### config.mk
export PLATFORM = sky130hd
export DESIGN_NAME = rmq_isqrt
export DESIGN_NICKNAME = d
export VERILOG_FILES = /design/src/rtl/core/rmq_pkg.sv /design/src/rtl/core/rmq_isqrt.sv
export SDC_FILE = /design/constraint.sdc
export NUM_CORES = 1
export LEC_CHECK = 0
export BUFFER_PORTS_ARGS = -buffer_cell sky130_fd_sc_hd__buf_4
export CAP_MARGIN = 5
export CORE_MARGIN = 10
export CORE_UTILIZATION = 41
export DETAILED_ROUTE_END_ITERATION = 7
export GPL_TIMING_DRIVEN = 0
export SETUP_SLACK_MARGIN = 0.15
export SYNTH_ARGS = -nofsm -noshare
export SYNTH_HDL_FRONTEND = slang
export SYNTH_SLANG_ARGS = --single-unit
### constraint.sdc
create_clock -name i_clk -period 3.5 [get_ports i_clk]
set_input_delay 0.7 -clock i_clk [delete_from_list [all_inputs] [get_ports i_clk]]
set_output_delay 0.7 -clock i_clk [all_outputs]
set_load 0.01 [all_outputs]
### src/rtl/core/rmq_pkg.sv
// ----------------------------------------------------------------------------
// Rotation matrix to quaternion: shared definitions
// Fixed-point formats, derived datapath widths and the sideband word type.
// ----------------------------------------------------------------------------
package rmq_pkg;

    // Fraction bits of the Q1.16 format on every port; 1.0 is 2^FRAC_BITS.
    localparam int FRAC_BITS = 16;
    localparam int IN_W      = 18;
    localparam int OUT_W     = 18;
    localparam int LANES     = 4;

    // Raw components are sums of up to three entries and the constant one.
    localparam int CW        = IN_W + 2;
    localparam int MAG_W     = CW - 1;
    localparam int N4_W      = CW - 1;

    // Radicand n4 * 2^FRAC_BITS, rounded up to an even width for the root.
    localparam int RAD_W     = 2 * ((N4_W + FRAC_BITS + 1) / 2);
    localparam int ROOT_W    = RAD_W / 2;

    // Divider: denominator 2*s, quotient saturates at 1.0.
    localparam int DEN_W     = ROOT_W + 1;
    localparam int Q_W       = FRAC_BITS + 1;
    localparam int NUM_W     = DEN_W + Q_W;

    localparam logic [Q_W-1:0] Q_ONE = Q_W'(1) << FRAC_BITS;

    // Per-word sideband carried alongside the arithmetic.
    typedef struct packed {
        logic [LANES-1:0] neg;
        logic             bad;
    } t_side;

endpackage

### src/rtl/core/rmq_isqrt.sv
// ----------------------------------------------------------------------------
// Pipelined integer square root
// Restoring digit-by-digit root, one result bit per register stage.
// ----------------------------------------------------------------------------
module rmq_isqrt
    import rmq_pkg::*;
(
    input  logic              i_clk,
    input  logic              i_rst_n,
    input  logic              i_vld,
    input  logic [RAD_W-1:0]  i_rad,
    output logic              o_vld,
    output logic [ROOT_W-1:0] o_root
);

    localparam int REM_W = ROOT_W + 3;

    logic              r_vld  [0:ROOT_W];
    logic [RAD_W-1:0]  r_rad  [0:ROOT_W];
    logic [REM_W-1:0]  r_rem  [0:ROOT_W];
    logic [ROOT_W-1:0] r_root [0:ROOT_W];

    always_ff @(posedge i_clk) begin
        if (!i_rst_n) begin
            r_vld[0] <= 1'b0;
        end else begin
            r_vld[0] <= i_vld;
        end
        r_rad[0]  <= i_rad;
        r_rem[0]  <= '0;
        r_root[0] <= '0;
    end

    for (genvar k = 0; k < ROOT_W; k++) begin : g_stage
        logic [REM_W-1:0] rem_sh;
        logic [REM_W-1:0] trial;

        assign rem_sh = {r_rem[k][REM_W-3:0], r_rad[k][RAD_W-1 -: 2]};
        assign trial  = REM_W'({r_root[k], 2'b01});

        always_ff @(posedge i_clk) begin
            if (!i_rst_n) begin
                r_vld[k+1] <= 1'b0;
            end else begin
                r_vld[k+1] <= r_vld[k];
            end
            r_rad[k+1] <= r_rad[k] << 2;
            if (rem_sh >= trial) begin
                r_rem[k+1]  <= rem_sh - trial;
                r_root[k+1] <= {r_root[k][ROOT_W-2:0], 1'b1};
            end else begin
                r_rem[k+1]  <= rem_sh;
                r_root[k+1] <= {r_root[k][ROOT_W-2:0], 1'b0};
            end
        end
    end

    assign o_vld  = r_vld[ROOT_W];
    assign o_root = r_root[ROOT_W];

endmodule

==> impl_metrics.sql <==
INSERT INTO impl_metrics (metric_group, metric, value, unit) VALUES
('drt', 'detailedRoute.firstIterationViolations', '1036', ''),
('critical_path', 'timing.critical_path.fanout_max', '10', ''),
('sta', 'maxSlewViolCount', '0', ''),
('synthesis', 'synth_seq_area_share', '0.5688', ''),
('floorplanning', 'design.portCount', '58', ''),
('synthesis', 'netlist_top_cells_count', '833 x sky130_fd_sc_hd__dfxtp_1, 217 x sky130_fd_sc_hd__inv_1, 199 x sky130_fd_sc_hd__nor2_1, 190 x sky130_fd_sc_hd__ha_1, 177 x sky130_fd_sc_hd__a21oi_1', ''),
('place', 'place.detailed.hpwl', '41170', 'µm'),
('drt', 'route.vias.total', '19070', ''),
('sta', 'slew_headroom', '0.2824', ''),
('clock_network', 'post_cts_resized', '2', ''),
('global_route', 'grt_use_met2', '0.2147', ''),
('drt', 'wl', '54600', 'µm'),
('power_and_ir_drop', 'worst_ir_drop_vdd', '0.4838', 'mV'),
('outcome', 'run_status', 'finished, final reports clean', ''),
('critical_path', 'cp.required', '3.99', 'ns'),
('floorplanning', 'floorplan.initialDensity', '0.4158', ''),
('sta', 'timing.fmax', '319.2', 'MHz'),
('synthesis', 'yosys-top-cells-area', 'sky130_fd_sc_hd__dfxtp_1 57%, sky130_fd_sc_hd__ha_1 8.1%, sky130_fd_sc_hd__xnor2_1 4.1%', ''),
('synthesis', 'post_synth_num_cell_types', '72', ''),
('global_route', 'initial_antenna_violation_count', '0', ''),
('floorplanning', 'fp.coreArea', '0.07051', 'mm²'),
('global_route', 'grt_first_pass_wirelength', '92010', 'µm'),
('synthesis', 'synth.net_count', '2998', ''),
('global_route', 'busiest_layer', 'met2', ''),
('clock_network', 'htree_levels', '3', ''),
('finish', 'fill_cells', '6386', ''),
('drt', 'detail-route-antenna-nets', '0', ''),
('synthesis', 'number_of_flops_mapped_to_enable_cells_by_yosys', '0', ''),
('synthesis', 'synth.most_common_cell', 'sky130_fd_sc_hd__dfxtp_1', ''),
('floorplanning', 'die_width', '287.4', 'µm'),
('finish', 'net_count_reported_at_finish', '3142', ''),
('global_route', 'number_of_global_route_vias_before_repair', '19190', ''),
('sta', 'finalCritPeriodShare', '0.8952', ''),
('critical_path', 'crit_path_start_kind', 'flop', ''),
('clock_network', 'cts_hold_buffers', '0', ''),
('critical_path', 'cp_data_arrival_time', '3.63', 'ns'),
('synthesis', 'syn-mean-instance-area', '10.59', 'µm²'),
('drt', 'routed_wire_length_per_instance', '13.93', 'µm'),
('sta', 'clock_skew', '0.01971', 'ns'),
('clock_network', 'cts-buffers-inserted', '85', ''),
('drt', 'drc_errors', '0', ''),
('clock_network', 'tritoncts_clock_tree', 'yes', ''),
('place', 'placed_cells_incl_taps', '3766', ''),
('floorplanning', 'die_h', '287.4', 'µm'),
('sta', 'layout_min_cycle_time', '3.133', 'ns'),
('global_route', 'grt_overflow_total', '0', ''),
('finish', 'area_delta_synth_final', '15.15', '%'),
('synthesis', 'ys_dominant_reg_cell', 'sky130_fd_sc_hd__dfxtp_1', ''),
('clock_network', 'clk_path_buf_depth', '3', ''),
('floorplanning', 'floorplan.die_area', '0.08260', 'mm²'),
('global_route', 'global_route.usage.met1', '0.1719', ''),
('place', 'port-buffer-count', '57', ''),
('run', 'drv_cap', '0', ''),
('floorplanning', 'row_count', '97', ''),
('synthesis', 'synth_seq_cells', '833', ''),
('place', 'routabilityCongestion', '0.8798', ''),
('sta', 'hold_viol_final', '0', ''),
('finish', 'post_route_cells_drive_above_1_share', '0.09628', ''),
('synthesis', 'synth_top_area_frac', '0.5688', ''),
('hold_path', 'timing.hold.worst.class', 'primary input to flop', ''),
('sta', 'worst-slew-pin-transition', '1.063', 'ns'),
('clock_network', 'cts_setup_buffers', '0', ''),
('critical_path', 'end_kind', 'flop', ''),
('power_and_ir_drop', 'pwr_density_cell', '755.5', 'mW/mm²'),
('finish', 'insertedDiodeCount', '0', ''),
('drt', 'dr.pass1.iters', '5', ''),
('power_and_ir_drop', 'p_leak', '15.71', 'nW'),
('finish', 'fin_cells', '3921', ''),
('drt', 'route.detailed.vias_per_inst', '4.865', ''),
('sta', 'setup_viol', '0', ''),
('critical_path', 'timing_worst_setup_path_type', 'flop to flop', '');
metrics by stage:
step / hold slack (ns) / setup slack, ns / util / setup TNS [ns] / area [µm²]
floorplan: 0.3096 / 0.8748 / - / 0 / 29320
global placement: 0.3095 / -0.007154 / 0.4385 / -0.007154 / 30920
detailed placement: 0.3121 / 0.001072 / 0.4385 / 0 / 30920
CTS: 0.1448 / 0.1685 / 0.4784 / 0 / 33740
global route: 0.1550 / 0.2139 / 0.4788 / 0 / 33760
finish: 0.1858 / 0.3668 / 0.4788 / 0 / 33760
state kept, by name, indices dropped and copies added, names as in the netlist:
name,count
r_rad,342
r_rem,301
r_root,171
r_vld,19
report_power, final:
part,internal [mW],switching (mW)
Combinational,2.14,2.41
Clock,5.30,3.57
Sequential,11.1,1.02
Total,18.5,7.00
cells by family after synthesis:
logic type               count (synthesis)  synth area share
AO/OA/AOI/OAI                          504            0.1080
flip-flops                             833            0.5688
AND/OR/NAND/NOR                        698            0.1199
buffers and inverters                  261           0.03363
XOR/XNOR                               230           0.06871
adder cells (fa/ha/maj)                190           0.08109
multiplexers                            52           0.01980
other                                    1         0.0001279
worst max-delay path, stage by stage, from the launching register on:
cell                       delay [ns]
sky130_fd_sc_hd__dfxtp_1         0.36
sky130_fd_sc_hd__inv_1           0.05
sky130_fd_sc_hd__ha_1            0.35
sky130_fd_sc_hd__a21oi_1         0.18
sky130_fd_sc_hd__nand2_1         0.10
sky130_fd_sc_hd__a221o_1         0.41
sky130_fd_sc_hd__a221o_1         0.40
sky130_fd_sc_hd__or2_2           0.28
sky130_fd_sc_hd__clkbuf_1        0.21
sky130_fd_sc_hd__clkbuf_1        0.32
sky130_fd_sc_hd__mux2_2          0.35
path summary, 6_finish.rpt:
path | start | end | slack [ns] | depth (start not counted)
setup / recovery | r_root[11][1] | r_rem[12][11] | 0.37 | 10
hold / removal | i_rad[19] | r_rad[0][19] | 0.19 | 1
setup reg to reg | r_root[11][1] | r_rem[12][11] | 0.37 | 10
hold reg to reg | r_rad[11][26] | r_rad[12][28] | 0.32 | 0
layout by cell type, fill, tap and decap left out, types with 15 or more instances in the layout:
master	Yosys	layout
sky130_fd_sc_hd__clkbuf_16	0	85
sky130_fd_sc_hd__clkbuf_8	0	17
sky130_fd_sc_hd__and3_1	15	15
sky130_fd_sc_hd__and2_1	29	29
sky130_fd_sc_hd__a211oi_1	22	20
sky130_fd_sc_hd__a31oi_1	15	15
sky130_fd_sc_hd__nand2b_1	40	40
sky130_fd_sc_hd__ha_1	190	190
sky130_fd_sc_hd__o21ai_0	111	111
sky130_fd_sc_hd__clkinv_2	0	17
sky130_fd_sc_hd__or2_2	16	16
sky130_fd_sc_hd__nor3_1	58	58
sky130_fd_sc_hd__dfxtp_1	833	833
sky130_fd_sc_hd__nor2b_1	20	20
sky130_fd_sc_hd__xor2_1	92	92
sky130_fd_sc_hd__nor2_1	199	199
sky130_fd_sc_hd__o21a_1	30	30
sky130_fd_sc_hd__a21oi_1	177	177
sky130_fd_sc_hd__or4_1	17	17
sky130_fd_sc_hd__nor4_1	34	34
sky130_fd_sc_hd__nand2_1	142	142
sky130_fd_sc_hd__nand3_1	36	36
sky130_fd_sc_hd__or3_1	27	27
sky130_fd_sc_hd__nand4_1	26	26
sky130_fd_sc_hd__xnor2_1	138	138
sky130_fd_sc_hd__buf_4	0	57
sky130_fd_sc_hd__inv_1	217	217
sky130_fd_sc_hd__a21o_1	45	45
sky130_fd_sc_hd__mux2_2	48	48
sky130_fd_sc_hd__clkbuf_1	30	46
metal layers:
layer / part of all wire / up-vias
met3: 0.054 / 82
met4: 0.023 / 0
met2: 0.45 / 402
met5: 0 / -
li1: - / 9774
met1: 0.47 / 8816
cell type report:
cell class | instances | area, µm² | share of cell area
Inverter | 218 | 818.3 | 0.02424
Tap cell | 940 | 1176 | 0.03484
Sequential cell | 833 | 16680 | 0.4940
Clock buffer | 120 | 2429 | 0.07194
Timing Repair Buffer | 57 | 427.9 | 0.01268
Clock inverter | 35 | 379.1 | 0.01123
Buffer | 43 | 175.2 | 0.005189
Multi-Input combinational cell | 1675 | 11680 | 0.3459
(Power assumes the default switching activity.)
