--- config.mk ---
export PLATFORM = sky130hd
export DESIGN_NAME = rmq_div
export DESIGN_NICKNAME = d
export VERILOG_FILES = /design/src/rtl/core/rmq_pkg.sv /design/src/rtl/core/rmq_div.sv
export SDC_FILE = /design/constraint.sdc
export NUM_CORES = 2
export LEC_CHECK = 0
export ABC_CLOCK_PERIOD_IN_PS = 2650
export BUFFER_PORTS_ARGS = -buffer_cell sky130_fd_sc_hd__buf_2
export CELL_PAD_IN_SITES_DETAIL_PLACEMENT = 2
export CELL_PAD_IN_SITES_GLOBAL_PLACEMENT = 2
export CORE_UTILIZATION = 24
export DETAILED_ROUTE_END_ITERATION = 8
export PLACE_DENSITY = 0.58
export SYNTH_ARGS = -nofsm -noshare
export SYNTH_HDL_FRONTEND = slang
export SYNTH_SLANG_ARGS = --single-unit
--- constraint.sdc ---
create_clock -name i_clk -period 2.65 [get_ports i_clk]
set_input_delay 0.265 -clock i_clk [delete_from_list [all_inputs] [get_ports i_clk]]
set_output_delay 0.265 -clock i_clk [all_outputs]
set_load 0.01 [all_outputs]
--- src/rtl/core/rmq_pkg.sv ---
// ----------------------------------------------------------------------------
// Rotation matrix to quaternion: shared definitions
// Fixed-point formats, derived datapath widths and the sideband word type.
// ----------------------------------------------------------------------------
package rmq_pkg;

    // Fraction bits of the Q1.16 format on every port; 1.0 is 2^FRAC_BITS.
    localparam int FRAC_BITS = 16;
    localparam int IN_W      = 18;
    localparam int OUT_W     = 18;
    localparam int LANES     = 4;

    // Raw components are sums of up to three entries and the constant one.
    localparam int CW        = IN_W + 2;
    localparam int MAG_W     = CW - 1;
    localparam int N4_W      = CW - 1;

    // Radicand n4 * 2^FRAC_BITS, rounded up to an even width for the root.
    localparam int RAD_W     = 2 * ((N4_W + FRAC_BITS + 1) / 2);
    localparam int ROOT_W    = RAD_W / 2;

    // Divider: denominator 2*s, quotient saturates at 1.0.
    localparam int DEN_W     = ROOT_W + 1;
    localparam int Q_W       = FRAC_BITS + 1;
    localparam int NUM_W     = DEN_W + Q_W;

    localparam logic [Q_W-1:0] Q_ONE = Q_W'(1) << FRAC_BITS;

    // Per-word sideband carried alongside the arithmetic.
    typedef struct packed {
        logic [LANES-1:0] neg;
        logic             bad;
    } t_side;

endpackage

--- src/rtl/core/rmq_div.sv ---
// ----------------------------------------------------------------------------
// Pipelined saturating divider lane
// Restoring division, one quotient bit per stage, result clamped to 1.0.
// ----------------------------------------------------------------------------
module rmq_div
    import rmq_pkg::*;
(
    input  logic             i_clk,
    input  logic [NUM_W-1:0] i_num,
    input  logic [DEN_W-1:0] i_den,
    output logic [Q_W-1:0]   o_quo
);

    logic [DEN_W-1:0] r_rem [0:Q_W];
    logic [Q_W-1:0]   r_low [0:Q_W];
    logic [DEN_W-1:0] r_den [0:Q_W];
    logic [Q_W-1:0]   r_quo [0:Q_W];
    logic             r_ovf [0:Q_W];
    logic [Q_W-1:0]   r_res;

    // When the high part already reaches the divisor the quotient exceeds
    // the quotient width and the result saturates.
    always_ff @(posedge i_clk) begin
        r_rem[0] <= i_num[NUM_W-1:Q_W];
        r_low[0] <= i_num[Q_W-1:0];
        r_den[0] <= i_den;
        r_quo[0] <= '0;
        r_ovf[0] <= (i_num[NUM_W-1:Q_W] >= i_den);
    end

    for (genvar k = 0; k < Q_W; k++) begin : g_stage
        logic [DEN_W:0] rem_sh;

        assign rem_sh = {r_rem[k], r_low[k][Q_W-1]};

        always_ff @(posedge i_clk) begin
            r_low[k+1] <= r_low[k] << 1;
            r_den[k+1] <= r_den[k];
            r_ovf[k+1] <= r_ovf[k];
            if (rem_sh >= {1'b0, r_den[k]}) begin
                r_rem[k+1] <= DEN_W'(rem_sh - {1'b0, r_den[k]});
                r_quo[k+1] <= {r_quo[k][Q_W-2:0], 1'b1};
            end else begin
                r_rem[k+1] <= DEN_W'(rem_sh);
                r_quo[k+1] <= {r_quo[k][Q_W-2:0], 1'b0};
            end
        end
    end

    always_ff @(posedge i_clk) begin
        if (r_ovf[Q_W] || (r_quo[Q_W] > Q_ONE)) begin
            r_res <= Q_ONE;
        end else begin
            r_res <= r_quo[Q_W];
        end
    end

    assign o_quo = r_res;

endmodule

==> out/qor.txt <==
TIMING
-------------------------------------------------------------------------------------------
Number of failing hold endpoints at the final stage                                       0
Post-layout worst setup margin                                                    -0.258 ns
RSZ-0062 raised after global routing                                                   true
Max Clock Freq                                                                    0.344 GHz
Clock skew after layout                                                           0.0330 ns
Tmin final                                                                          2.91 ns
Least-Margin Pin Slew                                                              0.598 ns
Slew Limit Fails                                                                          0
Final count of negative-setup-slack endpoints                                           111
Portion of the clock cycle consumed by the worst path in the final layout              110%
Worst slew margin                                                                     59.8%

FLOORPLANNING
-------------------------------------------------------------------------------------------
Effective utilization at floorplan                                                    24.1%
DIE WIDTH                                                                       406 microns
Standard-cell row count                                                                 148
Die ar.                                                                         0.165 sq mm
Placeable core area                                                             0.163 sq mm
Overall die height                                                              406 microns
Count of boundary I/O pins                                                               73

CTS
-------------------------------------------------------------------------------------------
Number of levels the H-tree was split into                                                3
Max clock buf depth                                                                       3
TritonCTS Buffers                                                                       113
Clock latency at the later pin of the worst-skew pair                               0.72 ns
Clk root buf                                                                   sky130_fd_sc_hd__clkbuf_16
Clock net sink count                                                                    987
Clock slew seen by the registers of the worst setup and hold paths                  0.06 ns
TritonCTS clock tree                                                                  built

CRITICAL PATH
-------------------------------------------------------------------------------------------
Crit path launch type                                                              register
CP delay by family, top                                                        compound AO/OA/AOI/OAI gates
Arrival time at the worst endpoint                                                  3.52 ns
Peak per-stage delay on the critical path                                           0.43 ns
Cells traversed along the worst timing path                                    inv_2, ha_4, fa_2, nor2b_4, o21ai_2, o21ai_2, o41a_1, a31oi_4, o32a_1, o21ai_1, a211o_4, clkbuf_16, mux2_4
Critical path buffers and inverters                                                       2
Library cell contributing the largest single delay on the critical path        sky130_fd_sc_hd__a211o_4
Cell seen most often among critical-path stages                                sky130_fd_sc_hd__o21ai_2
Category of the worst setup path capture point                                     register
Largest fanout of any net on the critical path                                            4
Required time of the critical path                                                  3.26 ns
Worst Path Class, Setup                                                        register to register

POWER AND IR DROP
-------------------------------------------------------------------------------------------
NetSw                                                                               30.0 mW
Int Power                                                                           53.2 mW
Flop pwr share                                                                        26.3%
Clock network fraction of design power                                                21.5%
Switching power share of the total                                                    36.1%
Worst-case vdd ir drop                                                             0.614 mV
Power per cell area                                                            1440 mW/mm^2
Combinational cell fraction of total power                                            52.2%
Leakage power summed over all cells                                                 26.2 nW

RUN STATUS
-------------------------------------------------------------------------------------------
Result of the run                                                              complete, but fails checks
Failing checks                                                                 setup timing

FLOW RUN
-------------------------------------------------------------------------------------------
Max capacitance violation total                                                           0

GRT
-------------------------------------------------------------------------------------------
Via count of the first global-routing pass                                            34200
First-pass GRT wire length                                                           188 mm
Total global routing track utilization                                                14.5%
Largest net degree at the start of global routing                                        19
Overflow left after global routing                                                        0
Antenna violations before repair                                                          4

FINISH
-------------------------------------------------------------------------------------------
Net count reported at finish                                                           5259
Number of inserted filler cells in the final layout                                   17400
Final cell count without fillers                                                       7119
Seq. cell area                                                                 0.0199 sq mm
Signed area change from the synthesized netlist to the final layout                   47.1%
Number of antenna diodes                                                                  0
Layout cell share with drive strength beyond 1                                        36.3%
Total area of multi-input combinational cells                                  0.0210 sq mm

YOSYS
-------------------------------------------------------------------------------------------
Part of the Yosys area used for sequential elements                                   50.4%
Distinct cell type count after synthesis                                                 85
Synth Flop Type                                                                sky130_fd_sc_hd__dfxtp_1
Synth warn                                                                                0
Cell count after synthesis                                                             3900
Flip-flop and latch count after synthesis                                               987
Mapped Avg Cell Area                                                             10.1 sq um
Net count after synthesis                                                              4314
Synth Cell Area                                                                0.0392 sq mm
Async S/R FF share, synth                                                                0%
Number of enable-type register cells in the synthesized netlist                           0

DETAILED ROUTING
-------------------------------------------------------------------------------------------
Routed wire length                                                                   123 mm
Number of vias per cell                                                                4.33
Count of unresolved DRC violations after routing                                          0
Number of detailed-routing iterations run before antenna repair                           4
Number of design-rule violations left by the first detailed-router iteration            816
Detailed-route wire length per cell                                            17.3 microns
Post-route antenna net violation count                                                    0
Vias after detailed routing                                                           30800

PLACEMENT
-------------------------------------------------------------------------------------------
Gp weighted congestion                                                                0.830
Pre-CTS WS                                                                        -0.371 ns
# placed instances                                                                     6682
Post-DP HPWL                                                                        87.8 mm
Count of input and output buffers                                                        72

HOLD PATH
-------------------------------------------------------------------------------------------
Type of the most critical hold path                                            input port to register

## through the flow
step	util (%)	instance area, sq um	TNS [ns]	power (mW)	hold slack (ns)
after global routing	35.5	57700	-27.77	88.7	0.147
final	35.5	57700	-8.46	83.2	0.176
after detailed placement	28.9	46900	-61.81	53.7	0.313
after global placement	28.9	46900	-40.80	52.7	0.310
after CTS	33.9	55200	-19.13	79.6	0.0946
after floorplan	-	39200	0	40.3	0.293
## area by class of cell
| class | instances | area share [%] |
|---|---|---|
| clock buffer | 150 | 5.57 |
| clock inverter | 64 | 1.99 |
| inverter | 428 | 2.80 |
| multi-input combinational | 2420 | 36.4 |
| sequential | 987 | 34.5 |
| tap | 2175 | 4.72 |
| timing repair buffer | 895 | 14.0 |
## repair_timing
item / CTS / global route
gates resized for setup: 583 / 537
setup buffers: 92 / 75
gates cloned: 29 / 7
endpoints found under the setup margin: 312 / 304
hold buffers: 55 / 0
endpoints found under the hold margin: 55 / 0
pin swaps: 154 / 209
## placed cells by master, fill, tap and decap left out, drive strengths merged, types with 29 or more instances in the layout
cell and n:
xor2 98, ha 342, clkbuf 158, dlygate4sd3 55, xnor2 135, a31oi 29
nand4 43, nand2 248, and2 29, inv 431, nand3 40, a21oi 282
nor3 44, nand2b 46, dfxtp 987, nor2 194, nor2b 48, buf 832
o21bai 30, mux2 99, o21ai 272, a21o 108, o21a 46
## flip-flops by register name (all words and copies together), names as in the netlist
signal  cells
r_quo     153
r_ovf      18
r_low     153
r_den     323
r_rem     323
o_quo      17
## power by group through the flow
stage                     Sequential, mW  Clock, mW  Combinational, mW
final                               21.9       17.9               43.5
after global routing                22.4       19.1               47.2
after CTS                           21.7       18.5               39.5
after detailed placement            21.7          0               32.0
after global placement              21.6          0               31.1
after floorplan                     20.5          0               19.8
## kinds of logic (layout without fill, tap and decap cells)
group | Yosys count | count (layout) | share of synthesized area [%]
simple gates | 779 | 779 | 9.48
fa+ha+maj | 358 | 358 | 11.7
mux | 115 | 115 | 3.41
compound gates | 935 | 935 | 14.9
xor+xnor | 233 | 233 | 5.20
flops | 987 | 987 | 50.4
buf+inv | 493 | 1537 | 4.88
## synthesized netlist by cell type (14+ instances only)
cell	number	area, sq um
sky130_fd_sc_hd__o21ai_0	238	1190
sky130_fd_sc_hd__o21a_1	46	345
sky130_fd_sc_hd__nor2b_1	48	300
sky130_fd_sc_hd__nand2b_1	46	288
sky130_fd_sc_hd__a21o_1	108	811
sky130_fd_sc_hd__xor2_1	98	858
sky130_fd_sc_hd__nor3_1	42	210
sky130_fd_sc_hd__a21boi_0	14	105
sky130_fd_sc_hd__a211oi_1	15	113
sky130_fd_sc_hd__buf_2	27	135
sky130_fd_sc_hd__xnor2_1	135	1180
sky130_fd_sc_hd__and3_1	20	125
sky130_fd_sc_hd__mux2_2	79	890
sky130_fd_sc_hd__and2_1	29	181
sky130_fd_sc_hd__a31oi_1	28	175
sky130_fd_sc_hd__nor2_1	194	728
sky130_fd_sc_hd__o21ai_1	33	165
sky130_fd_sc_hd__o21bai_1	30	225
sky130_fd_sc_hd__inv_1	426	1600
sky130_fd_sc_hd__fa_1	16	320
sky130_fd_sc_hd__mux2_4	17	255
sky130_fd_sc_hd__ha_1	342	4280
sky130_fd_sc_hd__o31ai_1	21	158
sky130_fd_sc_hd__or3_1	18	113
sky130_fd_sc_hd__nand2_1	248	931
sky130_fd_sc_hd__nand3_1	40	200
sky130_fd_sc_hd__dfxtp_1	987	19800
sky130_fd_sc_hd__clkbuf_1	33	124
sky130_fd_sc_hd__nand4_1	43	269
sky130_fd_sc_hd__mux2i_1	16	160
sky130_fd_sc_hd__a21oi_1	282	1410
## path summary, 6_finish.rpt
kind	from	endpoint	slack [ns]	depth (start not counted)
worst max register to register	r_low[5][16]	r_rem[3][6]	-0.26	13
worst max-delay path	r_low[5][16]	r_rem[3][6]	-0.26	13
worst min-delay path	i_den[9]	r_den[0][9]	0.18	2
worst min register to register	r_low[4][6]	r_low[5][7]	0.32	0
## per-layer routing
metal | up-vias | wire (microns) | track usage (%) | part of all wire (%)
li1 | 15200 | - | - | -
met3 | 201 | 4030 | 2.40 | 3.3
met4 | 0 | 4400 | 6.16 | 3.6
met2 | 315 | 60600 | 25.3 | 49
met1 | 15000 | 54100 | 17.5 | 44
met5 | - | 0 | 0 | 0
No activity file was read; power rests on OpenSTA's default activity.
